**config.mk**
```make
export PLATFORM = sky130hd
export DESIGN_NAME = tile_run_coalesce_split
export DESIGN_NICKNAME = d
export VERILOG_FILES = /design/src/sv/trcs_pkg.sv /design/src/sv/trcs_front.sv /design/src/sv/trcs_queue.sv /design/src/sv/trcs_back.sv /design/src/sv/tile_run_coalesce_split.sv
export SDC_FILE = /design/constraint.sdc
export NUM_CORES = 1
export LEC_CHECK = 0
export ABC_CLOCK_PERIOD_IN_PS = 5700
export BUFFER_PORTS_ARGS = -buffer_cell sky130_fd_sc_hd__buf_2
export CAP_MARGIN = 20
export CORE_UTILIZATION = 50
export DETAILED_ROUTE_END_ITERATION = 8
export PLACE_DENSITY = 0.79
export SLEW_MARGIN = 20
export SYNTH_ARGS = -nofsm -noshare
export SYNTH_HDL_FRONTEND = slang
export SYNTH_SLANG_ARGS = --single-unit
```
**constraint.sdc**
```tcl
create_clock -name clk_i -period 5.7 [get_ports clk_i]
set_input_delay 0.57 -clock clk_i [delete_from_list [all_inputs] [get_ports clk_i]]
set_output_delay 0.57 -clock clk_i [all_outputs]
set_load 0.01 [all_outputs]
```
**src/sv/trcs_pkg.sv**
```systemverilog
// shared types and constants for the tile run coalesce/split block
// no dependencies; imported by every module of the block
`timescale 1ns / 1ps

package trcs_pkg;

  // field widths of the input and result transactions
  localparam int TILE_W       = 12;
  localparam int COUNT_W      = 5;
  localparam int CHUNK_TILE_W = 13;

  // default configuration
  localparam int CHUNK_MAX_DEF   = 16;
  localparam int QUEUE_DEPTH_DEF = 4;

  // chunk slots of one entry record, in output order
  localparam int SLOTS      = 3;
  localparam int SLOT_FLUSH = 0;  // remainder of a broken run
  localparam int SLOT_FULL  = 1;  // completed full chunk
  localparam int SLOT_FEND  = 2;  // remainder at frame end

  // input transaction
  typedef struct packed {
    logic [TILE_W-1:0]  tile_start;
    logic [COUNT_W-1:0] tile_count;
    logic               frame_end;
  } trcs_in_t;

  // result transaction
  typedef struct packed {
    logic [CHUNK_TILE_W-1:0] chunk_tile;
    logic [COUNT_W-1:0]      chunk_count;
    logic                    last_of_item;
    logic                    frame_done;
  } trcs_out_t;

  // one chunk as classified by the front end
  typedef struct packed {
    logic                    valid;
    logic [CHUNK_TILE_W-1:0] tile;
    logic [COUNT_W-1:0]      count;
  } trcs_slot_t;

  // everything one accepted entry produces
  typedef struct packed {
    logic                        frame_end;
    trcs_slot_t [SLOTS-1:0]      slot;
  } trcs_rec_t;

endpackage

```
**src/sv/trcs_front.sv**
```systemverilog
// front end: run tracking and classification of each entry into chunk slots
// depends on trcs_pkg
`timescale 1ns / 1ps

module trcs_front import trcs_pkg::*; #(
  parameter int CHUNK_MAX = CHUNK_MAX_DEF
) (
  input  logic      clk_i,
  input  logic      rst_ni,
  input  logic      accept_i,
  input  trcs_in_t  item_i,
  output logic      rec_valid_o,
  output trcs_rec_t rec_o
);

  localparam logic [COUNT_W-1:0]      CHUNK_C      = COUNT_W'(CHUNK_MAX);
  localparam logic [CHUNK_TILE_W-1:0] CHUNK_TILE_C = CHUNK_TILE_W'(CHUNK_MAX);

  logic                    run_open_q, run_open_d;
  logic [CHUNK_TILE_W-1:0] run_start_q, run_start_d;
  logic [COUNT_W-1:0]      run_size_q, run_size_d;

  logic [COUNT_W-1:0]      cnt;
  logic [CHUNK_TILE_W-1:0] tile_ext;
  logic [CHUNK_TILE_W-1:0] run_end;
  logic                    brk;
  logic                    restart;
  logic [CHUNK_TILE_W-1:0] base_start;
  logic [COUNT_W-1:0]      base_size;
  logic [COUNT_W-1:0]      sum;
  logic                    full_hit;
  logic [CHUNK_TILE_W-1:0] rem_start;
  logic [COUNT_W-1:0]      rem_size;

  // saturate count and test contiguity against the open run
  always_comb begin
    cnt        = (item_i.tile_count > CHUNK_C) ? CHUNK_C : item_i.tile_count;
    tile_ext   = CHUNK_TILE_W'(item_i.tile_start);
    run_end    = run_start_q + CHUNK_TILE_W'(run_size_q);
    brk        = run_open_q && (tile_ext != run_end);
    restart    = !run_open_q || brk;
    base_start = restart ? tile_ext : run_start_q;
    base_size  = restart ? '0 : run_size_q;
    sum        = base_size + cnt;
    full_hit   = (sum >= CHUNK_C);
    rem_start  = full_hit ? (base_start + CHUNK_TILE_C) : base_start;
    rem_size   = full_hit ? (sum - CHUNK_C) : sum;
  end

  // fill the record slots
  always_comb begin
    rec_o.frame_end               = item_i.frame_end;
    rec_o.slot[SLOT_FLUSH].valid  = brk && (run_size_q != '0);
    rec_o.slot[SLOT_FLUSH].tile   = run_start_q;
    rec_o.slot[SLOT_FLUSH].count  = run_size_q;
    rec_o.slot[SLOT_FULL].valid   = full_hit;
    rec_o.slot[SLOT_FULL].tile    = base_start;
    rec_o.slot[SLOT_FULL].count   = CHUNK_C;
    rec_o.slot[SLOT_FEND].valid   = item_i.frame_end && (rem_size != '0);
    rec_o.slot[SLOT_FEND].tile    = rem_start;
    rec_o.slot[SLOT_FEND].count   = rem_size;
    rec_valid_o = accept_i && (rec_o.slot[SLOT_FLUSH].valid || rec_o.slot[SLOT_FULL].valid ||
                               rec_o.slot[SLOT_FEND].valid);
  end

  // next run state; frame end closes and clears the run
  always_comb begin
    run_open_d  = run_open_q;
    run_start_d = run_start_q;
    run_size_d  = run_size_q;
    if (accept_i) begin
      if (item_i.frame_end) begin
        run_open_d  = 1'b0;
        run_start_d = '0;
        run_size_d  = '0;
      end else begin
        run_open_d  = 1'b1;
        run_start_d = rem_start;
        run_size_d  = rem_size;
      end
    end
  end

  always_ff @(posedge clk_i or negedge rst_ni) begin
    if (!rst_ni) begin
      run_open_q  <= 1'b0;
      run_start_q <= '0;
      run_size_q  <= '0;
    end else begin
      run_open_q  <= run_open_d;
      run_start_q <= run_start_d;
      run_size_q  <= run_size_d;
    end
  end

endmodule

```
**src/sv/trcs_queue.sv**
```systemverilog
// small record queue between front end and back end
// depends on trcs_pkg
`timescale 1ns / 1ps

module trcs_queue import trcs_pkg::*; #(
  parameter int DEPTH = QUEUE_DEPTH_DEF
) (
  input  logic      clk_i,
  input  logic      rst_ni,
  input  logic      push_i,
  input  trcs_rec_t rec_i,
  output logic      full_o,
  input  logic      pop_i,
  output logic      empty_o,
  output trcs_rec_t rec_o
);

  localparam int PTR_W = (DEPTH > 1) ? $clog2(DEPTH) : 1;
  localparam int CNT_W = $clog2(DEPTH + 1);
  localparam logic [PTR_W-1:0] LAST_PTR = PTR_W'(DEPTH - 1);
  localparam logic [CNT_W-1:0] DEPTH_C  = CNT_W'(DEPTH);

  trcs_rec_t        store_q [DEPTH];
  logic [PTR_W-1:0] wr_ptr_q, wr_ptr_d;
  logic [PTR_W-1:0] rd_ptr_q, rd_ptr_d;
  logic [CNT_W-1:0] fill_q, fill_d;
  logic             do_push, do_pop;

  assign full_o  = (fill_q == DEPTH_C);
  assign empty_o = (fill_q == '0);
  assign rec_o   = store_q[rd_ptr_q];
  assign do_push = push_i && !full_o;
  assign do_pop  = pop_i && !empty_o;

  // pointer and fill bookkeeping
  always_comb begin
    wr_ptr_d = wr_ptr_q;
    rd_ptr_d = rd_ptr_q;
    fill_d   = fill_q;
    if (do_push) begin
      wr_ptr_d = (wr_ptr_q == LAST_PTR) ? '0 : wr_ptr_q + 1'b1;
    end
    if (do_pop) begin
      rd_ptr_d = (rd_ptr_q == LAST_PTR) ? '0 : rd_ptr_q + 1'b1;
    end
    if (do_push && !do_pop) begin
      fill_d = fill_q + 1'b1;
    end else if (do_pop && !do_push) begin
      fill_d = fill_q - 1'b1;
    end
  end

  always_ff @(posedge clk_i or negedge rst_ni) begin
    if (!rst_ni) begin
      wr_ptr_q <= '0;
      rd_ptr_q <= '0;
      fill_q   <= '0;
    end else begin
      wr_ptr_q <= wr_ptr_d;
      rd_ptr_q <= rd_ptr_d;
      fill_q   <= fill_d;
    end
  end

  // record storage
  always_ff @(posedge clk_i) begin
    if (do_push) begin
      store_q[wr_ptr_q] <= rec_i;
    end
  end

endmodule

```
**src/sv/trcs_back.sv**
```systemverilog
// back end: serializes the chunk slots of each record into the output register
// depends on trcs_pkg
`timescale 1ns / 1ps

module trcs_back import trcs_pkg::*; (
  input  logic      clk_i,
  input  logic      rst_ni,
  input  logic      rec_empty_i,
  input  trcs_rec_t rec_i,
  output logic      rec_pop_o,
  output logic      empty_o,
  input  logic      pop_i,
  output trcs_out_t item_o
);

  logic [SLOTS-1:0] done_q, done_d;
  logic             out_valid_q, out_valid_d;
  trcs_out_t        out_q, out_d;

  logic [SLOTS-1:0] avail;
  logic [SLOTS-1:0] rest;
  logic [SLOTS-1:0] pick;
  logic             last;
  logic             load;
  trcs_slot_t       sel;

  assign empty_o = !out_valid_q;
  assign item_o  = out_q;

  // pick the oldest pending slot of the head record
  always_comb begin
    avail = '0;
    for (int i = 0; i < SLOTS; i++) begin
      avail[i] = rec_i.slot[i].valid;
    end
    avail = avail & ~done_q;
    rest  = avail & (avail - 1'b1);
    pick  = avail & ~rest;
    last  = (rest == '0);
    sel   = '0;
    for (int i = 0; i < SLOTS; i++) begin
      if (pick[i]) begin
        sel = sel | rec_i.slot[i];
      end
    end
  end

  // load the output register when a record is waiting and the register is free or being drained
  always_comb begin
    load        = !rec_empty_i && (!out_valid_q || pop_i);
    rec_pop_o   = load && last;
    done_d      = done_q;
    out_valid_d = out_valid_q;
    out_d       = out_q;
    if (pop_i && out_valid_q) begin
      out_valid_d = 1'b0;
    end
    if (load) begin
      out_valid_d        = 1'b1;
      out_d.chunk_tile   = sel.tile;
      out_d.chunk_count  = sel.count;
      out_d.last_of_item = last;
      out_d.frame_done   = last && rec_i.frame_end;
      done_d             = last ? '0 : (done_q | pick);
    end
  end

  always_ff @(posedge clk_i or negedge rst_ni) begin
    if (!rst_ni) begin
      done_q      <= '0;
      out_valid_q <= 1'b0;
    end else begin
      done_q      <= done_d;
      out_valid_q <= out_valid_d;
    end
  end

  // result payload
  always_ff @(posedge clk_i) begin
    out_q <= out_d;
  end

endmodule

```
**src/sv/tile_run_coalesce_split.sv**
```systemverilog
// top level of the tile run coalesce/split block
// depends on trcs_pkg, trcs_front, trcs_queue, trcs_back
`timescale 1ns / 1ps

// Merges a frame's tile-load entries into contiguous runs and gives them out
// as chunks of at most CHUNK_MAX tiles. An entry is taken in every cycle that
// full is low; the front end classifies it in that cycle and, when the entry
// yields any chunk, writes one record into a QUEUE_DEPTH-entry queue. The back
// end emits one chunk per cycle into the output register while pop is high, and
// an entry yields 0 to 3 chunks, each a separate result transaction: the
// sustained rate is one entry per cycle as long as entries average at most
// one chunk, and the queue absorbs short bursts. A chunk passes through the
// record queue and then the output register before it reaches the result port.
module tile_run_coalesce_split import trcs_pkg::*; #(
  parameter int CHUNK_MAX   = CHUNK_MAX_DEF,
  parameter int QUEUE_DEPTH = QUEUE_DEPTH_DEF
) (
  input  logic      clk_i,
  input  logic      rst_ni,
  input  logic      push,
  output logic      full,
  input  trcs_in_t  in_item_i,
  output logic      empty,
  input  logic      pop,
  output trcs_out_t out_item_o
);

  logic      accept;
  logic      rec_push;
  trcs_rec_t rec_in;
  logic      rec_pop;
  logic      rec_empty;
  trcs_rec_t rec_head;

  // a transaction enters when the record queue has room
  assign accept = push && !full;

  trcs_front #(
    .CHUNK_MAX (CHUNK_MAX)
  ) u_front (
    .clk_i       (clk_i),
    .rst_ni      (rst_ni),
    .accept_i    (accept),
    .item_i      (in_item_i),
    .rec_valid_o (rec_push),
    .rec_o       (rec_in)
  );

  trcs_queue #(
    .DEPTH (QUEUE_DEPTH)
  ) u_queue (
    .clk_i   (clk_i),
    .rst_ni  (rst_ni),
    .push_i  (rec_push),
    .rec_i   (rec_in),
    .full_o  (full),
    .pop_i   (rec_pop),
    .empty_o (rec_empty),
    .rec_o   (rec_head)
  );

  trcs_back u_back (
    .clk_i       (clk_i),
    .rst_ni      (rst_ni),
    .rec_empty_i (rec_empty),
    .rec_i       (rec_head),
    .rec_pop_o   (rec_pop),
    .empty_o     (empty),
    .pop_i       (pop),
    .item_o      (out_item_o)
  );

endmodule

```
# After elaboration in Yosys (flattened, before gate mapping)
# Memory sizes are Yosys's and may differ from the RTL's.
# Cells that the tools add are included.
# word_totals
ff_bits	50
latch_bits	0
mem_bits_rw	212
romBits	0
inputBits	22
n_memories	1
# op_classes
add_sub_neg	9
n_mul	0
div_mod_pow	0
n_lt_le_gt_ge	2
eq_ne	4
shift	0
mux	20
n_bitwise	8
n_reduce_logical	29
# memory_table
memory	depth	word_bits	read_ports	rd_clocked_by_memory_dff	write_ports	line	text
u_queue.store_q	4	53	1	0	1	trcs_queue.sv:23	trcs_rec_t store_q [DEPTH];
# ops
op	n
$mux 18	3
$mux 13	3
$or 18x18->18	2
$mux 5	4
$add 13x5->13	1
$add 13x5->13 const B	1
$logic_and 1x1->1	13
$ne 12x13->1	1
$reduce_bool 5->1	2
$and 3x3->3	3
$mux 3	3
$logic_not 1->1	6
$logic_not 3->1	2
$not 3->3	2
$sub 3x1->3 const B	2
$add 5x5->5	1
$ge 5x5->1 const B	1
$gt 5x5->1 const B	1
$mux 1	5
$sub 5x5->5 const B	1
$add 2x1->2 const B	2
$eq 2x2->1 const B	2
$logic_or 1x1->1	4
$mux 2	2
4 further kinds	5

# Depth between registers and ports, before layout
# logic_depth
word_depth	17
mapped_depth	24
ltp_nobuf	23

# By module
# A second synthesis with hierarchy kept.
# unflattened
cells_unflattened	720
hier_area_um2	12499.5
# by_module_without_submodules
mod	n_inst	cells_per_inst	area_per_inst_um2	seq_area_each_um2
trcs_queue	1	341	8848.5	7141.8
trcs_front	1	292	2392.3	475.5
trcs_back	1	86	1244.9	700.7
tile_run_coalesce_split	1	1	13.8	0.0

# Worst setup path after synthesis
# No wires, ideal clock.
# synth_path
kind	reg2reg
start	reg u_front.run_size_q[0]
end	mem u_queue.store_q[3][0] in the netlist's numbering, enable pin
setup_ns	0.410
arrival_ns	5.195
required_time_ns	5.290
setup_slack_ns	0.095
stages_incl_launch_ff	18
period_less_slack_ns	5.605
path_cell_list	dfrtp_1 ha_1 fa_1 xnor2_1 nand2_1 nor4b_1 o2111a_1 nand4_1 nor2_1 nand2_1 fa_1 inv_1 a21o_1 a21oi_1 xnor2_1 nor3_1 o41a_1 and2_1
# synth_between
elab_chain_cells	15
elab_cells_between_ends	19
# synth_lines
element	line	text
from (decl)	trcs_front.sv:21	logic [COUNT_W-1:0] run_size_q, run_size_d;
from (signal assigned)	trcs_front.sv:92	run_size_q <= run_size_d;
$add 13x5->13	trcs_front.sv:39	run_end = run_start_q + CHUNK_TILE_W'(run_size_q);
$ne 12x13->1	trcs_front.sv:40	brk = run_open_q && (tile_ext != run_end);
$logic_and 1x1->1	trcs_front.sv:40	
$logic_or 1x1->1	trcs_front.sv:41	restart = !run_open_q || brk;
$mux 5	trcs_front.sv:43	base_size = restart ? '0 : run_size_q;
$add 5x5->5	trcs_front.sv:44	sum = base_size + cnt;
$sub 5x5->5 or $ge 5x5->1 (tied branches)	trcs_front.sv:47, trcs_front.sv:45	
$mux 5	trcs_front.sv:47	rem_size = full_hit ? (sum - CHUNK_C) : sum;
$reduce_bool 5->1	trcs_front.sv:59	rec_o.slot[SLOT_FEND].valid = item_i.frame_end && (rem_size != '0);
$logic_and 1x1->1	trcs_front.sv:59	
$logic_or 1x1->1 (*)	trcs_front.sv:62	rec_valid_o = accept_i && (rec_o.slot[SLOT_FLUSH].valid || rec_o.slot[SLOT_FULL].valid ||
$logic_and 1x1->1 (*)	trcs_front.sv:62	
$logic_and 1x1->1 (*)	trcs_queue.sv:32	assign do_push = push_i && !full_o;
net u_queue.do_push	trcs_queue.sv:27	logic do_push, do_pop;
$mux 1 (*)	trcs_queue.sv:67	if (do_push) begin
$mux 1 (implied by the code) (*)	trcs_queue.sv:68	store_q[wr_ptr_q] <= rec_i;
to (decl)	trcs_queue.sv:23	
# Mark *: on every way through the listed nets, which the timed path passes. The rest lies on a longest branch.

==> run metrics <==
outcome=completed; initial antenna violation count=0; Max Used Layer=met4; Routed WL=24.1 mm; Mean Syn Cell Area=16.2 sq um; CTS sink count=242; Max clock buf depth=3; core area=0.0210 sq mm; antenna cells=0; number of synthesized flops with an enable pin=212; initial DRC count=588; GPL Wtd Cong=0.934; met2 wire len=11.9 mm; DRT Pass-1 Iters=5; CP endpoint kind=flop; Critical Path Source Type=flop; largest net degree at the start of global routing=49; WL met3=1.71 mm; pre-CTS setup slack=41.3 ps; routed vias/inst=6.08; worst hold path class=in2async; share of synthesized registers carrying an async set or reset=12.4%; Post-Synth Adder-Cell Area=2.44%; mapped cell area=0.0107 sq mm; Setup TNS Final=0 ps; Worst Skew=10.2 ps; area leader, netlist=edfxtp_1; Initial Util=51.0%; Finish-stage setup viols=0; Core Rows=53; Worst-Skew Late Latency=510 ps; first-pass GRT wire length=37.7 mm; total grt overflow=0; mux contribution to synthesized area=12.2%; Commonest cells post-synth=edfxtp_1 (212), nand2_1 (57), mux4_2 (47); Root Buffer Master=clkbuf_16; worst ir drop on vdd=251 uV; IO Count=44; Worst Setup Slack, final=242 ps; Mapped Nets=701; max cap viols=0; fmax=183 MHz; share of cells above drive strength 1=26.2%; Port Buffer Count=43; antenna violation net count after detailed routing=0; Worst Path Max Fanout=8; DP HPWL=14.8 mm; global-route usage over all layers=22.9%; Pleak=4.44 nW; CTS tree=done; Cells after Synth=660; H-tree levels=1; Hold Buf Count CTS=0; Die Height=148 um; Slew HR=44.5%; arrival time worst endpoint=5860 ps; Synth warnings=0; critical path data required time=6100 ps; Simple-Gate Fraction of Synth Area=7.34%; Synth top area share=59.6%; fin crit share=95.8%; Synth Area in Compound Gates=6.16%; clk slew on worst S/H paths=60 ps; final hold viol count=0; Pwr per Cell Area=495 mW/mm^2; Crit. Startpoint=u_front.run_size_q[0]; min cycle time layout=5460 ps; most common flop cell mapped by yosys=edfxtp_1; slew at the pin closest to its max-slew limit=832 ps; routed metal-1 wirelength=9.93 mm; area of the die=0.0219 sq mm; FF-to-FF path depth=18; total CTS buffers=24; critical path type=reg2reg; combinational family with the most area after synthesis=multiplexers; post-synth cell types=65; Synth Area in XOR/XNOR=3.30%; die width=148 um; Slew Viols, Final=0; WL/cell=23.7 um; most common cell in the netlist=edfxtp_1; reg2reg start=u_front.run_size_q[0]; Synth area leaders=edfxtp_1 (60%), mux4_2 (9.9%), dfrtp_1 (7.0%), nand2_1 (2.0%), ha_1 (1.9%); Syn-to-layout area delta=14.2%; via count=6,182; sequential-to-total area share from yosys stat=66.7%; synthesis-stage register bit count=242; Final nets=765; drt drc=0; vias in the first global route=6,532
-- cell usage in the layout, fill, tap and decap left out, types with 6 or more instances in the layout --
cell / instances
edfxtp_1: 212
nand2_1: 57
mux4_2: 47
buf_2: 43
nor2_1: 32
dfrtp_1: 27
clkbuf_16: 25
buf_4: 25
xnor2_1: 19
inv_1: 17
ha_1: 16
xor2_1: 15
o21ai_0: 15
a21oi_1: 11
nand4_1: 11
and3_1: 9
nand3_1: 9
mux2_2: 9
a221oi_1: 9
a22o_1: 8
mux2i_1: 6
nor2b_1: 6
-- per-layer routing --
layer / vias up / track usage, %
met5: - / 0
li1: 2699 / -
met2: 288 / 38.0
met4: 0 / 7.32
met3: 39 / 3.77
met1: 3156 / 31.0
-- worst max-delay path, cell delays in order (launching register included) --
cell	delay (ps)
dfrtp_2	460
ha_1	240
fa_1	450
a21oi_1	160
o21ai_1	190
mux2_1	360
o21ai_1	190
o211a_1	220
and3_1	190
ha_1	200
inv_1	80
fa_1	410
xnor2_1	240
o41a_1	410
o41a_1	530
ha_1	260
inv_1	80
fa_1	410
mux2_2	270
-- through the flow --
step / cell area [sq um] / instances / hold WS [ps] / total power [mW] / utilization, %
finish: 12200 / 1016 / 161 / 6.04 / 58.2
global route: 12200 / 1016 / 200 / 6.30 / 58.2
CTS: 12100 / 1011 / 177 / 6.06 / 58.0
detailed placement: 11300 / 968 / 493 / 4.39 / 53.9
global placement: 11300 / 968 / 477 / 4.31 / 53.9
floorplan: 10700 / 660 / 274 / 3.79 / -
-- kinds of logic (layout without fill, tap and decap cells) --
| family | Yosys count | in the layout |
|---|---|---|
| buffers and inverters | 49 | 130 |
| and+or+nand+nor | 159 | 159 |
| muxes | 68 | 68 |
| DFF | 242 | 242 |
| adders and majority gates | 19 | 19 |
| xor gates and xnor gates | 37 | 37 |
| AOI/OAI and AO/OA | 86 | 86 |
-- power by group --
| group | internal (mW) | leakage, nW | total (mW) | switching (mW) |
|---|---|---|---|---|
| registers | 2.40 | 2.35 | 2.67 | 0.276 |
| logic | 0.752 | 1.68 | 1.69 | 0.943 |
| clock network | 1.03 | 0.410 | 1.67 | 0.639 |
| total | 4.18 | 4.44 | 6.04 | 1.86 |
-- flip-flops by register name, indices dropped and copies added, names as in the netlist --
register / cells
u_back.item_o: 20
u_front.run_open_q: 1
u_queue.wr_ptr_q: 2
u_front.run_start_q: 13
u_queue.fill_q: 3
u_back.out_valid_q: 1
u_back.done_q: 3
u_front.run_size_q: 5
u_queue.store_q: 192
u_queue.rd_ptr_q: 2
-- area by class of cell --
cell class / instances / area (sq um)
Fill cell: 1588 / 8760
Clock inverter: 13 / 195
Clock buffer: 30 / 644
Timing Repair Buffer: 70 / 443
Sequential cell: 242 / 7120
Inverter: 17 / 63.8
Multi-Input combinational cell: 369 / 3380
Tap cell: 275 / 344
-- worst paths after layout --
check                      slack [ps]                  end
max in group asynchronous        4920  u_queue.rd_ptr_q[0]
min in group clk_i                260   u_back.out_valid_q
min                               160    u_queue.fill_q[1]
max                               240    u_queue.fill_q[1]
min reg2reg                       510     u_back.done_q[1]
max reg2reg                       240    u_queue.fill_q[1]
-- timing repair --
| item | CTS | global route |
|---|---|---|
| gates resized for setup | 1 | 7 |
| setup endpoints to repair | 9 | 179 |
| buffers inserted | 0 | 5 |
| pin swaps | 0 | 4 |
Note: power is estimated with default switching activity, not from simulation.
